`src/tgcl_pkg.sv`:
```
// Shared types, codes and constants of the tiled collage layout generator.
package tgcl_pkg;

  localparam int KIND_W     = 2;
  localparam int TILE_W     = 6;
  localparam int DIM_W      = 12;
  localparam int CLS_W      = 2;
  localparam int SRC_W      = 11;
  localparam int GRD_W      = 4;
  localparam int BRD_W      = 8;
  localparam int OFF_W      = 12;
  localparam int RGN_W      = 2;
  localparam int TIDX_W     = 8;
  localparam int ENTRY_W    = 2 * DIM_W;
  localparam int CFG_IDX_W  = 3;
  localparam int CFG_DATA_W = 8;

  // Saturation limits of tile sizes and border widths.
  localparam int TILE_DIM_MAX = 2048;
  localparam int BORDER_MAX   = 255;

  // Request kinds.
  localparam logic [KIND_W-1:0] KIND_WRITE = 2'd0;
  localparam logic [KIND_W-1:0] KIND_PIXEL = 2'd1;
  localparam logic [KIND_W-1:0] KIND_CLEAR = 2'd2;

  // Pixel classes.
  localparam logic [CLS_W-1:0] CLS_BORDER     = 2'd0;
  localparam logic [CLS_W-1:0] CLS_BACKGROUND = 2'd1;
  localparam logic [CLS_W-1:0] CLS_IMAGE      = 2'd2;
  localparam logic [CLS_W-1:0] CLS_EMPTY      = 2'd3;

  // Axis regions.
  localparam logic [RGN_W-1:0] RGN_LEAD  = 2'd0;
  localparam logic [RGN_W-1:0] RGN_BAND  = 2'd1;
  localparam logic [RGN_W-1:0] RGN_CELL  = 2'd2;
  localparam logic [RGN_W-1:0] RGN_TRAIL = 2'd3;

  // Configuration register indexes.
  localparam logic [CFG_IDX_W-1:0] CFG_GRID_ROWS    = 3'd0;
  localparam logic [CFG_IDX_W-1:0] CFG_GRID_COLS    = 3'd1;
  localparam logic [CFG_IDX_W-1:0] CFG_OUTER_BORDER = 3'd2;
  localparam logic [CFG_IDX_W-1:0] CFG_DIV_BORDER   = 3'd3;
  localparam logic [CFG_IDX_W-1:0] CFG_ROW_BLOCK    = 3'd4;
  localparam logic [CFG_IDX_W-1:0] CFG_COL_BLOCK    = 3'd5;
  localparam logic [CFG_IDX_W-1:0] CFG_SQUARE_CELLS = 3'd6;

  // Position along one axis.
  typedef struct packed {
    logic [RGN_W-1:0] region;
    logic [GRD_W-1:0] tile;
    logic [OFF_W-1:0] offset;
    logic [GRD_W-1:0] bcount;
  } axis_pos_t;

  // Layout of one axis.
  typedef struct packed {
    logic [GRD_W-1:0] n;
    logic [DIM_W-1:0] cell_dim;
    logic [BRD_W-1:0] outer;
    logic [BRD_W-1:0] band;
    logic [GRD_W-1:0] block;
  } axis_lay_t;

  // Tile size write request.
  typedef struct packed {
    logic              en;
    logic [TILE_W-1:0] index;
    logic [DIM_W-1:0]  height;
    logic [DIM_W-1:0]  width;
  } tbl_wr_t;

endpackage

```
`src/tgcl_if.sv`:
```
// Channel interfaces: pixel requests, pixel results and configuration writes.
interface tgcl_req_if
  import tgcl_pkg::*;
();
  logic              valid;
  logic              ready;
  logic [KIND_W-1:0] kind;
  logic [TILE_W-1:0] tile_index;
  logic [DIM_W-1:0]  tile_height;
  logic [DIM_W-1:0]  tile_width;

  modport source(output valid, kind, tile_index, tile_height, tile_width, input ready);
  modport sink(input valid, kind, tile_index, tile_height, tile_width, output ready);
endinterface

interface tgcl_rsp_if
  import tgcl_pkg::*;
();
  logic              valid;
  logic              ready;
  logic [CLS_W-1:0]  pixel_class;
  logic [TILE_W-1:0] source_tile;
  logic [SRC_W-1:0]  source_row;
  logic [SRC_W-1:0]  source_col;
  logic              end_of_line;
  logic              end_of_frame;

  modport source(output valid, pixel_class, source_tile, source_row, source_col,
                 end_of_line, end_of_frame, input ready);
  modport sink(input valid, pixel_class, source_tile, source_row, source_col,
               end_of_line, end_of_frame, output ready);
endinterface

interface tgcl_cfg_if
  import tgcl_pkg::*;
();
  logic                  valid;
  logic                  ready;
  logic [CFG_IDX_W-1:0]  index;
  logic [CFG_DATA_W-1:0] data;

  modport source(output valid, index, data, input ready);
  modport sink(input valid, index, data, output ready);
endinterface

```
`src/tile_grid_collage_layout.sv`:
```
// Tiled collage layout generator: top level with request and result pipeline.
//
// Channels: req_i carries requests of three kinds. A size write stores one
// tile's height and width and raises the running maxima; a clear empties the
// table, the maxima and the raster position; a pixel request walks the collage
// one pixel in raster order and yields exactly one result on rsp_o. Other
// kinds are taken and dropped. cfg_i writes the layout registers (grid size,
// frame and band widths, block sizes, square cells); it is always ready and
// is meant to be written while no pixel request is in flight.
// Pipeline: when a pixel request is taken, the position update happens and
// the table read data and the request's position are registered; the pixel
// class is formed from them and registered into rsp_o when that stage is free.
// Throughput: one request per cycle while rsp_o is not held, set by the
// position update and the one-read-per-cycle tile table.
// Reset: the table reads as empty, maxima are zero, the position sits at the
// top-left frame corner and the registers take their default values.
// Stall: a held result keeps its output register; one more pixel request is taken
// into the middle stage, then req_i.ready drops until rsp_o.ready returns.
module tile_grid_collage_layout
  import tgcl_pkg::*;
#(
  parameter int GRID_MAX = 8
) (
  input  logic        clk_i,
  input  logic        rst_ni,
  tgcl_cfg_if.sink    cfg_i,
  tgcl_req_if.sink    req_i,
  tgcl_rsp_if.source  rsp_o
);

  localparam int TileCount = GRID_MAX * GRID_MAX;
  localparam int TileAw    = (TileCount > 1) ? $clog2(TileCount) : 1;

  typedef struct packed {
    logic              in_cell;
    logic              empty;
    logic [TIDX_W-1:0] tile;
    logic [OFF_W-1:0]  row_off;
    logic [OFF_W-1:0]  col_off;
    logic              eol;
    logic              eof;
  } meta_t;

  logic              fire, is_write, is_clear, is_pixel, empty, step;
  logic              a_valid_q, a_valid_d, b_ready, a_move;
  logic              rsp_valid_q, rsp_valid_d;
  meta_t             meta_q, meta_d;
  tbl_wr_t           wr;
  axis_lay_t         row_lay, col_lay;
  axis_pos_t         row_pos, col_pos;
  logic              row_wrap, col_wrap;
  logic [TIDX_W-1:0] tidx;
  logic [DIM_W-1:0]  rd_h, rd_w, max_h, max_w;

  logic [CLS_W-1:0]  cls_q, cls_d;
  logic [TILE_W-1:0] stile_q, stile_d;
  logic [SRC_W-1:0]  srow_q, srow_d, scol_q, scol_d;
  logic              eol_q, eof_q;

  assign b_ready     = !rsp_valid_q || rsp_o.ready;
  assign req_i.ready = !a_valid_q || b_ready;
  assign fire        = req_i.valid && req_i.ready;
  assign is_write    = fire && (req_i.kind == KIND_WRITE);
  assign is_clear    = fire && (req_i.kind == KIND_CLEAR);
  assign is_pixel    = fire && (req_i.kind == KIND_PIXEL);
  assign empty       = (max_h == '0) || (max_w == '0);
  assign step        = is_pixel && !empty;
  assign a_move      = a_valid_q && b_ready;

  assign wr = '{en: is_write, index: req_i.tile_index,
                height: req_i.tile_height, width: req_i.tile_width};

  tgcl_cfg #(
    .GRID_MAX(GRID_MAX)
  ) u_cfg (
    .clk_i    (clk_i),
    .rst_ni   (rst_ni),
    .cfg_i    (cfg_i),
    .max_h_i  (max_h),
    .max_w_i  (max_w),
    .row_lay_o(row_lay),
    .col_lay_o(col_lay)
  );

  tgcl_axis u_col (
    .clk_i (clk_i),
    .rst_ni(rst_ni),
    .lay_i (col_lay),
    .clr_i (is_clear),
    .step_i(step),
    .bump_i(1'b1),
    .pos_o (col_pos),
    .wrap_o(col_wrap)
  );

  // The row advances only when the column wraps.
  tgcl_axis u_row (
    .clk_i (clk_i),
    .rst_ni(rst_ni),
    .lay_i (row_lay),
    .clr_i (is_clear),
    .step_i(step),
    .bump_i(col_wrap),
    .pos_o (row_pos),
    .wrap_o(row_wrap)
  );

  assign tidx = TIDX_W'(TIDX_W'(row_pos.tile) * TIDX_W'(col_lay.n)) + TIDX_W'(col_pos.tile);

  tgcl_table #(
    .TILE_COUNT(TileCount)
  ) u_table (
    .clk_i    (clk_i),
    .rst_ni   (rst_ni),
    .wr_i     (wr),
    .clr_i    (is_clear),
    .rd_i     (is_pixel),
    .rd_addr_i(TileAw'(tidx)),
    .rd_h_o   (rd_h),
    .rd_w_o   (rd_w),
    .max_h_o  (max_h),
    .max_w_o  (max_w)
  );

  always_comb begin
    meta_d.in_cell = !empty && (row_pos.region == RGN_CELL) && (col_pos.region == RGN_CELL);
    meta_d.empty   = empty;
    meta_d.tile    = tidx;
    meta_d.row_off = row_pos.offset;
    meta_d.col_off = col_pos.offset;
    meta_d.eol     = col_wrap;
    meta_d.eof     = row_wrap;
  end

  always_comb begin
    a_valid_d = a_valid_q;
    if (is_pixel) a_valid_d = 1'b1;
    else if (a_move) a_valid_d = 1'b0;
    rsp_valid_d = rsp_valid_q;
    if (a_move) rsp_valid_d = 1'b1;
    else if (rsp_o.ready) rsp_valid_d = 1'b0;
  end

  // Classify against the tile's own size read from the table.
  always_comb begin
    cls_d   = CLS_BORDER;
    stile_d = '0;
    srow_d  = '0;
    scol_d  = '0;
    if (meta_q.empty) begin
      cls_d = CLS_EMPTY;
    end else if (meta_q.in_cell) begin
      if (meta_q.row_off < rd_h && meta_q.col_off < rd_w) begin
        cls_d   = CLS_IMAGE;
        stile_d = meta_q.tile[TILE_W-1:0];
        srow_d  = meta_q.row_off[SRC_W-1:0];
        scol_d  = meta_q.col_off[SRC_W-1:0];
      end else begin
        cls_d = CLS_BACKGROUND;
      end
    end
  end

  always_ff @(posedge clk_i or negedge rst_ni) begin
    if (!rst_ni) begin
      a_valid_q   <= 1'b0;
      rsp_valid_q <= 1'b0;
    end else begin
      a_valid_q   <= a_valid_d;
      rsp_valid_q <= rsp_valid_d;
    end
  end

  always_ff @(posedge clk_i) begin
    if (is_pixel) begin
      meta_q <= meta_d;
    end
    if (a_move) begin
      cls_q   <= cls_d;
      stile_q <= stile_d;
      srow_q  <= srow_d;
      scol_q  <= scol_d;
      eol_q   <= meta_q.eol;
      eof_q   <= meta_q.eof;
    end
  end

  assign rsp_o.valid        = rsp_valid_q;
  assign rsp_o.pixel_class  = cls_q;
  assign rsp_o.source_tile  = stile_q;
  assign rsp_o.source_row   = srow_q;
  assign rsp_o.source_col   = scol_q;
  assign rsp_o.end_of_line  = eol_q;
  assign rsp_o.end_of_frame = eof_q;

endmodule

```
`src/tgcl_ram.sv`:
```
// Generic single-write, single-read RAM with registered read data.
module tgcl_ram #(
  parameter int WIDTH = 8,
  parameter int DEPTH = 16,
  localparam int AW = (DEPTH > 1) ? $clog2(DEPTH) : 1
) (
  input  logic             clk_i,
  input  logic             we_i,
  input  logic [AW-1:0]    waddr_i,
  input  logic [WIDTH-1:0] wdata_i,
  input  logic             re_i,
  input  logic [AW-1:0]    raddr_i,
  output logic [WIDTH-1:0] rdata_o
);

  logic [WIDTH-1:0] mem_q [DEPTH];
  logic [WIDTH-1:0] rdata_q;

  always_ff @(posedge clk_i) begin
    if (we_i) begin
      mem_q[waddr_i] <= wdata_i;
    end
    if (re_i) begin
      rdata_q <= mem_q[raddr_i];
    end
  end

  assign rdata_o = rdata_q;

endmodule

```
`src/tgcl_table.sv`:
```
// Tile size table with per-entry valid bits and running size maxima.
module tgcl_table
  import tgcl_pkg::*;
#(
  parameter int TILE_COUNT = 64,
  localparam int AW = (TILE_COUNT > 1) ? $clog2(TILE_COUNT) : 1
) (
  input  logic             clk_i,
  input  logic             rst_ni,
  input  tbl_wr_t          wr_i,
  input  logic             clr_i,
  input  logic             rd_i,
  input  logic [AW-1:0]    rd_addr_i,
  output logic [DIM_W-1:0] rd_h_o,
  output logic [DIM_W-1:0] rd_w_o,
  output logic [DIM_W-1:0] max_h_o,
  output logic [DIM_W-1:0] max_w_o
);

  logic [TILE_COUNT-1:0] valid_q, valid_d;
  logic                  rd_valid_q;
  logic [DIM_W-1:0]      max_h_q, max_h_d;
  logic [DIM_W-1:0]      max_w_q, max_w_d;
  logic [DIM_W-1:0]      h_sat, w_sat;
  logic                  wr_hit;
  logic [AW-1:0]         wr_addr;
  logic [ENTRY_W-1:0]    rdata;

  assign h_sat   = (32'(wr_i.height) > TILE_DIM_MAX) ? DIM_W'(TILE_DIM_MAX) : wr_i.height;
  assign w_sat   = (32'(wr_i.width) > TILE_DIM_MAX) ? DIM_W'(TILE_DIM_MAX) : wr_i.width;
  assign wr_hit  = wr_i.en && (32'(wr_i.index) < TILE_COUNT);
  assign wr_addr = AW'(wr_i.index);

  always_comb begin
    valid_d = valid_q;
    max_h_d = max_h_q;
    max_w_d = max_w_q;
    if (clr_i) begin
      valid_d = '0;
      max_h_d = '0;
      max_w_d = '0;
    end else if (wr_i.en) begin
      if (wr_hit) begin
        valid_d[wr_addr] = 1'b1;
      end
      // Tiles of zero height leave the maxima alone.
      if (h_sat != '0) begin
        if (h_sat > max_h_q) max_h_d = h_sat;
        if (w_sat > max_w_q) max_w_d = w_sat;
      end
    end
  end

  always_ff @(posedge clk_i or negedge rst_ni) begin
    if (!rst_ni) begin
      valid_q    <= '0;
      rd_valid_q <= 1'b0;
      max_h_q    <= '0;
      max_w_q    <= '0;
    end else begin
      valid_q <= valid_d;
      max_h_q <= max_h_d;
      max_w_q <= max_w_d;
      if (rd_i) begin
        rd_valid_q <= valid_q[rd_addr_i];
      end
    end
  end

  tgcl_ram #(
    .WIDTH(ENTRY_W),
    .DEPTH(TILE_COUNT)
  ) u_ram (
    .clk_i  (clk_i),
    .we_i   (wr_hit),
    .waddr_i(wr_addr),
    .wdata_i({h_sat, w_sat}),
    .re_i   (rd_i),
    .raddr_i(rd_addr_i),
    .rdata_o(rdata)
  );

  // An entry never written since the last clear reads as an empty tile.
  assign rd_h_o  = rd_valid_q ? rdata[ENTRY_W-1:DIM_W] : '0;
  assign rd_w_o  = rd_valid_q ? rdata[DIM_W-1:0] : '0;
  assign max_h_o = max_h_q;
  assign max_w_o = max_w_q;

endmodule

```
`src/tgcl_cfg.sv`:
```
// Configuration registers and the per-axis layout derived from them.
module tgcl_cfg
  import tgcl_pkg::*;
#(
  parameter int GRID_MAX = 8
) (
  input  logic             clk_i,
  input  logic             rst_ni,
  tgcl_cfg_if.sink         cfg_i,
  input  logic [DIM_W-1:0] max_h_i,
  input  logic [DIM_W-1:0] max_w_i,
  output axis_lay_t        row_lay_o,
  output axis_lay_t        col_lay_o
);

  logic [GRD_W-1:0] grid_rows_q, grid_cols_q, row_block_q, col_block_q;
  logic [BRD_W-1:0] outer_q, division_q;
  logic             square_q;
  logic [GRD_W-1:0] nr, nc;
  logic [BRD_W-1:0] ob, db;
  logic [DIM_W-1:0] ch, cw, cmax;

  assign cfg_i.ready = 1'b1;

  always_ff @(posedge clk_i or negedge rst_ni) begin
    if (!rst_ni) begin
      grid_rows_q <= GRD_W'(1);
      grid_cols_q <= GRD_W'(1);
      outer_q     <= BRD_W'(5);
      division_q  <= BRD_W'(5);
      row_block_q <= GRD_W'(1);
      col_block_q <= GRD_W'(1);
      square_q    <= 1'b0;
    end else if (cfg_i.valid) begin
      unique case (cfg_i.index)
        CFG_GRID_ROWS:    grid_rows_q <= cfg_i.data[GRD_W-1:0];
        CFG_GRID_COLS:    grid_cols_q <= cfg_i.data[GRD_W-1:0];
        CFG_OUTER_BORDER: outer_q     <= cfg_i.data[BRD_W-1:0];
        CFG_DIV_BORDER:   division_q  <= cfg_i.data[BRD_W-1:0];
        CFG_ROW_BLOCK:    row_block_q <= cfg_i.data[GRD_W-1:0];
        CFG_COL_BLOCK:    col_block_q <= cfg_i.data[GRD_W-1:0];
        CFG_SQUARE_CELLS: square_q    <= cfg_i.data[0];
        default: ;
      endcase
    end
  end

  function automatic logic [GRD_W-1:0] clamp_grid(logic [GRD_W-1:0] v);
    logic [GRD_W-1:0] r;
    r = v;
    if (v == '0) r = GRD_W'(1);
    else if (32'(v) > GRID_MAX) r = GRD_W'(GRID_MAX);
    return r;
  endfunction

  function automatic logic [GRD_W-1:0] block_of(logic [GRD_W-1:0] arg, logic [GRD_W-1:0] n,
                                               logic [BRD_W-1:0] band);
    logic [GRD_W-1:0] r;
    r = arg;
    if (band == '0) r = GRD_W'(1);
    else if (arg == '0 || arg > n) r = n;
    return r;
  endfunction

  assign nr   = clamp_grid(grid_rows_q);
  assign nc   = clamp_grid(grid_cols_q);
  assign ob   = (32'(outer_q) > BORDER_MAX) ? BRD_W'(BORDER_MAX) : outer_q;
  assign db   = (32'(division_q) > BORDER_MAX) ? BRD_W'(BORDER_MAX) : division_q;
  assign cmax = (max_h_i > max_w_i) ? max_h_i : max_w_i;
  assign ch   = square_q ? cmax : max_h_i;
  assign cw   = square_q ? cmax : max_w_i;

  assign row_lay_o = '{n: nr, cell_dim: ch, outer: ob, band: db,
                       block: block_of(row_block_q, nr, db)};
  assign col_lay_o = '{n: nc, cell_dim: cw, outer: ob, band: db,
                       block: block_of(col_block_q, nc, db)};

endmodule

```
`src/tgcl_axis.sv`:
```
// Raster position along one axis: settles past spent regions and advances.
module tgcl_axis
  import tgcl_pkg::*;
(
  input  logic      clk_i,
  input  logic      rst_ni,
  input  axis_lay_t lay_i,
  input  logic      clr_i,
  input  logic      step_i,
  input  logic      bump_i,
  output axis_pos_t pos_o,
  output logic      wrap_o
);

  typedef struct packed {
    axis_pos_t pos;
    logic      wrapped;
  } settle_t;

  localparam axis_pos_t PosLead = '{RGN_LEAD, '0, '0, '0};
  localparam axis_pos_t PosCell = '{RGN_CELL, '0, '0, '0};

  axis_pos_t pos_q, pos_d, inc;
  settle_t   pre, post;

  // Closed form of walking forward over empty or exhausted regions.
  function automatic settle_t settle(axis_pos_t p, axis_lay_t l);
    settle_t        r;
    logic [GRD_W:0] t1;
    logic [GRD_W:0] b1;
    t1        = {1'b0, p.tile} + (GRD_W+1)'(1);
    b1        = {1'b0, p.bcount} + (GRD_W+1)'(1);
    r.pos     = p;
    r.wrapped = 1'b0;
    unique case (p.region)
      RGN_LEAD: begin
        if (p.offset >= OFF_W'(l.outer)) r.pos = PosCell;
      end
      RGN_BAND: begin
        if (p.offset >= OFF_W'(l.band)) begin
          if (p.tile < l.n) begin
            r.pos = '{RGN_CELL, p.tile, '0, '0};
          end else if (l.outer != '0) begin
            r.pos = '{RGN_TRAIL, p.tile, '0, '0};
          end else begin
            r.pos     = PosCell;
            r.wrapped = 1'b1;
          end
        end
      end
      RGN_CELL: begin
        if (p.tile >= l.n) begin
          if (l.outer != '0) begin
            r.pos = '{RGN_TRAIL, p.tile, '0, p.bcount};
          end else begin
            r.pos     = PosCell;
            r.wrapped = 1'b1;
          end
        end else if (p.offset >= l.cell_dim) begin
          if (t1 >= {1'b0, l.n}) begin
            if (l.outer != '0) begin
              r.pos = '{RGN_TRAIL, t1[GRD_W-1:0], '0, b1[GRD_W-1:0]};
            end else begin
              r.pos     = PosCell;
              r.wrapped = 1'b1;
            end
          end else if (l.band != '0 && b1 >= {1'b0, l.block}) begin
            r.pos = '{RGN_BAND, t1[GRD_W-1:0], '0, b1[GRD_W-1:0]};
          end else begin
            r.pos = '{RGN_CELL, t1[GRD_W-1:0], '0, b1[GRD_W-1:0]};
          end
        end
      end
      RGN_TRAIL: begin
        if (p.offset >= OFF_W'(l.outer)) begin
          r.wrapped = 1'b1;
          r.pos     = (l.outer != '0) ? PosLead : PosCell;
        end
      end
      default: ;
    endcase
    return r;
  endfunction

  always_comb begin
    pre        = settle(pos_q, lay_i);
    inc        = pre.pos;
    inc.offset = pre.pos.offset + OFF_W'(1);
    post       = settle(inc, lay_i);
  end

  always_comb begin
    pos_d = pos_q;
    if (clr_i) begin
      pos_d = PosLead;
    end else if (step_i) begin
      pos_d = bump_i ? post.pos : pre.pos;
    end
  end

  always_ff @(posedge clk_i or negedge rst_ni) begin
    if (!rst_ni) begin
      pos_q <= PosLead;
    end else begin
      pos_q <= pos_d;
    end
  end

  assign pos_o  = pre.pos;
  assign wrap_o = step_i && bump_i && post.wrapped;

endmodule
```
`src/flat_wrapper.sv`:
```
// flat-port wrapper written by rule: the top's interface ports become plain ports
module tile_grid_collage_layout_flat import tgcl_pkg::*;
#(
  parameter int GRID_MAX = 8
)
  (clk_i, rst_ni, cfg_i_valid, cfg_i_index, cfg_i_data, cfg_i_ready, req_i_valid, req_i_kind, req_i_tile_index, req_i_tile_height, req_i_tile_width, req_i_ready, rsp_o_valid, rsp_o_pixel_class, rsp_o_source_tile, rsp_o_source_row, rsp_o_source_col, rsp_o_end_of_line, rsp_o_end_of_frame, rsp_o_ready);
  tgcl_cfg_if cfg_i_i ();
  tgcl_req_if req_i_i ();
  tgcl_rsp_if rsp_o_i ();
  input  logic clk_i;
  input  logic rst_ni;
  input wire logic [$bits(cfg_i_i.valid)-1:0] cfg_i_valid;
  input wire logic [$bits(cfg_i_i.index)-1:0] cfg_i_index;
  input wire logic [$bits(cfg_i_i.data)-1:0] cfg_i_data;
  output wire logic [$bits(cfg_i_i.ready)-1:0] cfg_i_ready;
  input wire logic [$bits(req_i_i.valid)-1:0] req_i_valid;
  input wire logic [$bits(req_i_i.kind)-1:0] req_i_kind;
  input wire logic [$bits(req_i_i.tile_index)-1:0] req_i_tile_index;
  input wire logic [$bits(req_i_i.tile_height)-1:0] req_i_tile_height;
  input wire logic [$bits(req_i_i.tile_width)-1:0] req_i_tile_width;
  output wire logic [$bits(req_i_i.ready)-1:0] req_i_ready;
  output wire logic [$bits(rsp_o_i.valid)-1:0] rsp_o_valid;
  output wire logic [$bits(rsp_o_i.pixel_class)-1:0] rsp_o_pixel_class;
  output wire logic [$bits(rsp_o_i.source_tile)-1:0] rsp_o_source_tile;
  output wire logic [$bits(rsp_o_i.source_row)-1:0] rsp_o_source_row;
  output wire logic [$bits(rsp_o_i.source_col)-1:0] rsp_o_source_col;
  output wire logic [$bits(rsp_o_i.end_of_line)-1:0] rsp_o_end_of_line;
  output wire logic [$bits(rsp_o_i.end_of_frame)-1:0] rsp_o_end_of_frame;
  input wire logic [$bits(rsp_o_i.ready)-1:0] rsp_o_ready;
  assign cfg_i_i.valid = cfg_i_valid;
  assign cfg_i_i.index = cfg_i_index;
  assign cfg_i_i.data = cfg_i_data;
  assign cfg_i_ready = cfg_i_i.ready;
  assign req_i_i.valid = req_i_valid;
  assign req_i_i.kind = req_i_kind;
  assign req_i_i.tile_index = req_i_tile_index;
  assign req_i_i.tile_height = req_i_tile_height;
  assign req_i_i.tile_width = req_i_tile_width;
  assign req_i_ready = req_i_i.ready;
  assign rsp_o_valid = rsp_o_i.valid;
  assign rsp_o_pixel_class = rsp_o_i.pixel_class;
  assign rsp_o_source_tile = rsp_o_i.source_tile;
  assign rsp_o_source_row = rsp_o_i.source_row;
  assign rsp_o_source_col = rsp_o_i.source_col;
  assign rsp_o_end_of_line = rsp_o_i.end_of_line;
  assign rsp_o_end_of_frame = rsp_o_i.end_of_frame;
  assign rsp_o_i.ready = rsp_o_ready;
  tile_grid_collage_layout #(.GRID_MAX(GRID_MAX)) u_core (.clk_i(clk_i), .rst_ni(rst_ni), .cfg_i(cfg_i_i), .req_i(req_i_i), .rsp_o(rsp_o_i));
endmodule
```
`config.mk`:
```
export PLATFORM = sky130hd
export DESIGN_NAME = tile_grid_collage_layout_flat
export DESIGN_NICKNAME = d
export VERILOG_FILES = /design/src/tgcl_pkg.sv /design/src/tgcl_if.sv /design/src/tile_grid_collage_layout.sv /design/src/tgcl_ram.sv /design/src/tgcl_table.sv /design/src/tgcl_cfg.sv /design/src/tgcl_axis.sv /design/src/flat_wrapper.sv
export SDC_FILE = /design/constraint.sdc
export NUM_CORES = 2
export LEC_CHECK = 0
export BUFFER_PORTS_ARGS = -buffer_cell sky130_fd_sc_hd__buf_4
export CORE_ASPECT_RATIO = 1.75
export CORE_UTILIZATION = 60
export CTS_CLUSTER_SIZE = 40
export DETAILED_ROUTE_END_ITERATION = 6
export GPL_TIMING_DRIVEN = 0
export PLACE_DENSITY = 0.77
export REMOVE_ABC_BUFFERS = 1
export SYNTH_ARGS = -nofsm -noshare
export SYNTH_HDL_FRONTEND = slang
export SYNTH_SLANG_ARGS = --single-unit
export TNS_END_PERCENT = 20
```
`constraint.sdc`:
```
create_clock -name clk_i -period 24 [get_ports clk_i]
set_clock_uncertainty 0.05 [all_clocks]
set_input_delay 1.2 -clock clk_i [delete_from_list [all_inputs] [get_ports clk_i]]
set_output_delay 1.2 -clock clk_i [all_outputs]
set_load 0.05 [all_outputs]
```
==> summary.txt <==
r2r startpoint: u_core.u_table.max_w_o[6]$_DFFE_PN0P_
post-synthesis sequential area ratio: 69.0%
clock share of power: 32.6%
Critical R2R Capture: u_core.u_table.u_ram.rdata_o[18]$_DFFE_PP_
Slew @ Worst Pin: 1320 ps
post-route DRC violation count: 0
CTS clk-pin slew, worst paths: 70 ps
yosys warns: 0
Crit Path Class: flop to flop
Critical Path End Type: flop
DIE HEIGHT: 476 um
NumNets Final: 4634
Setup Viol. Count Final: 0
Starting Density: 60.5%
biggest area consumer among synthesized cells: edfxtp_1
crit share post-route: 44.8%
Yosys reg bits: 1794
remaining antenna violation count: 0
Tot GR Track Use: 33.8%
commonest non-fill, non-tap cell in the layout: edfxtp_1
Switching Fraction: 27.1%
status: finished clean
Vias/cell: 7.04
Clock Tree Buf Depth: 3
RSZ-0062 raised after global routing: no
Worst Path Max Fanout: 23
Comb power frac: 21.2%
top_reg_cell synth: edfxtp_1
Reg2Reg Depth: 30
Placer Congestion: 0.975
# hold bufs at CTS: 0
Multi-input gate area: 23500 um2
register share of total power: 46.1%
Post-synth EDFFs: 1626
share of flip-flops with an asynchronous set or reset: 9.36%
CTS Root Cell: clkbuf_16
CTS tree: yes
first-pass GRT wire length: 307 mm
Reg2Reg Setup Slack: 13250 ps
Slew headroom: 10.5%
setup bufs post-CTS: 0
initial antenna violation count: 11
maxcap violations: 0
mapped cell area: 76900 um2
Area contributors post-synth: edfxtp_1 64%, mux4_2 15%, dfrtp_1 5.2%, ha_1 4.0%, nor2_1 1.3%
row count: 173
wire length per cell: 35.1 um
die extent in x: 273 um
max frequency: 93.0 MHz
TritonCTS Buffers: 151
Area Overhead vs Synth: 14.0%
Final Util: 69.0%
Syn Inst Count: 4154
startpoint types: flop
DIE AREA: 130000 um2
Core Box Area: 127000 um2
overall power: 7580 uW
pin count of the biggest net entering global routing: 98
Iter 0 DRT Violations: 4798
Vias: 43100
Psw: 2060 uW
synthesized area per cell: 18.5 um2
PD cells: 86.5 nW/um2
top cell type's share of synthesized area: 63.5%
min Tclk post-route: 10750 ps
CTS HTree Levels: 4
Seq. cell area: 53000 um2
Hold/Removal Path Class: input port to async pin
gr ovfl total: 0
Yosys cell types: 92
Worst path max stage delay: 970 ps
Arrival @ worst endpoint: 11230 ps
CP max stage cell: a31oi_2
drt total wl: 215 mm
number of port buffers: 81
crit-path most repeated cell: a21oi_1
fin. max-slew vios: 0
layout cells sized above 1: 25.6%
Clock Sinks: 1794
maximum VDD drop: 79.7 uV
Final Hold Fails: 0
DRT Pass-1 Iters: 6
Worst Path Required: 24480 ps
cells resized by post-CTS repair: 0
Lkg Pwr: 0.0274 uW
DP Wirelength: 135 mm
worst skew pair latency: 810 ps
IO Count: 83
# fillers: 7508
number of global-route vias before repair: 44600
internal power: 5520 uW
commonest non-fill, non-tap cells in the layout: 1626 x edfxtp_1, 525 x mux4_2, 243 x ha_1, 192 x nor2_1, 166 x nand2_1
## cell type report
cell class              instances  area share (%)
multi-input cells            2077            26.8
flip-flops and latches       1794            60.5
clock buffers                 194            4.71
well taps                    1662            2.37
inverters                     101           0.433
clock inverters                81           0.838
diodes                          5          0.0143
repair buffers                210            4.30
## routing by layer
layer	part of all wire (%)	GRT usage, %	wire, um
met5	0.037	0	80
met4	7.4	23.5	16000
met3	7.5	6.07	16200
met2	53	60.2	115000
met1	32	36.3	68000
## power groups by stage
stage	registers, uW	clock network, uW	logic, uW
after global placement	3570	0	2110
after detailed placement	3560	0	1580
after CTS	3490	2490	1610
final	3500	2470	1610
after global routing	3500	2590	1710
after floorplan	3550	0	1560
## worst max-delay path, delay by kind of cell, from the launching register on
family / cells / cell delay, ps
AO/OA/AOI/OAI: 9 / 3660
adder cells (fa/ha/maj): 6 / 2630
buffers and inverters: 7 / 1330
multiplexers: 2 / 1150
AND/OR/NAND/NOR: 5 / 760
flip-flops: 1 / 440
XOR/XNOR: 1 / 370
## cells in the mapped netlist, drive strengths merged, types with 31 or more instances
cell,number
edfxtp,1626
mux4,525
nor2,261
ha,245
nand2,167
dfrtp,160
clkbuf,144
o21ai,103
inv,101
a21oi,94
nor2b,54
a21o,52
o21a,50
nand3,46
and2,41
mux2,40
buf,38
nor3,31
## worst max path at each step
stage / depth (start not counted) / slack [ps] / to / startpoint
2_1_floorplan: 17 / 2360 / u_core.meta_q[26]$_DFFE_PP_ / u_core.u_table.max_w_o[6]$_DFFE_PN0P_
3_3_place_gp: 19 / -7380 / u_core.meta_q[26]$_DFFE_PP_ / u_core.u_table.max_w_o[6]$_DFFE_PN0P_
3_5_place_dp: 29 / 13060 / u_core.u_table.u_ram.rdata_o[19]$_DFFE_PP_ / u_core.u_table.max_w_o[6]$_DFFE_PN0P_
4_1_cts: 29 / 12980 / u_core.u_table.u_ram.rdata_o[18]$_DFFE_PP_ / u_core.u_table.max_w_o[6]$_DFFE_PN0P_
5_1_grt: 33 / 12900 / u_core.u_row.pos_q[4]$_DFFE_PN0P_ / u_core.u_table.max_w_o[6]$_DFFE_PN0P_
6_report: 30 / 13250 / u_core.u_table.u_ram.rdata_o[18]$_DFFE_PP_ / u_core.u_table.max_w_o[6]$_DFFE_PN0P_
## cell families after synthesis
kind of cell	share of synthesized area (%)
XOR/XNOR	0.443
AO/OA/AOI/OAI	4.44
multiplexers	16.0
AND/OR/NAND/NOR	4.56
adder cells (fa/ha/maj)	4.14
buffers and inverters	1.41
other	0.00488
flip-flops	69.0
## registers in the layout, summed over array words and instances (netlist names), 2 cells and up
| signal | flops |
|---|---|
| u_core.u_table.u_ram.mem_q | 1536 |
| u_core.u_table.valid_q | 64 |
| u_core.meta_q | 34 |
| u_core.u_table.u_ram.rdata_o | 24 |
| u_core.u_col.pos_q | 22 |
| u_core.u_row.pos_q | 22 |
| u_core.u_table.max_h_o | 12 |
| u_core.u_table.max_w_o | 12 |
| u_core.rsp_o.source_col | 11 |
| u_core.rsp_o.source_row | 11 |
| u_core.u_cfg.db | 8 |
| u_core.u_cfg.ob | 8 |
| u_core.rsp_o.source_tile | 6 |
| u_core.u_cfg.col_block_q | 4 |
| u_core.u_cfg.grid_cols_q | 4 |
| u_core.u_cfg.grid_rows_q | 4 |
| u_core.u_cfg.row_block_q | 4 |
| u_core.rsp_o.pixel_class | 2 |
## metrics by stage
step	std cells	TNS [ps]	instance area [um2]	setup slack, ps	hold WS, ps
2_1_floorplan	3972	0	76200	2360	350
3_3_place_gp	5715	-179420	78900	-7380	356
3_5_place_dp	5844	0	82800	13060	355
4_1_cts	6119	0	87600	12980	327
5_1_grt	6121	0	87600	12900	322
6_report	6124	0	87600	13250	286
Power figures use the tool's default switching activity.
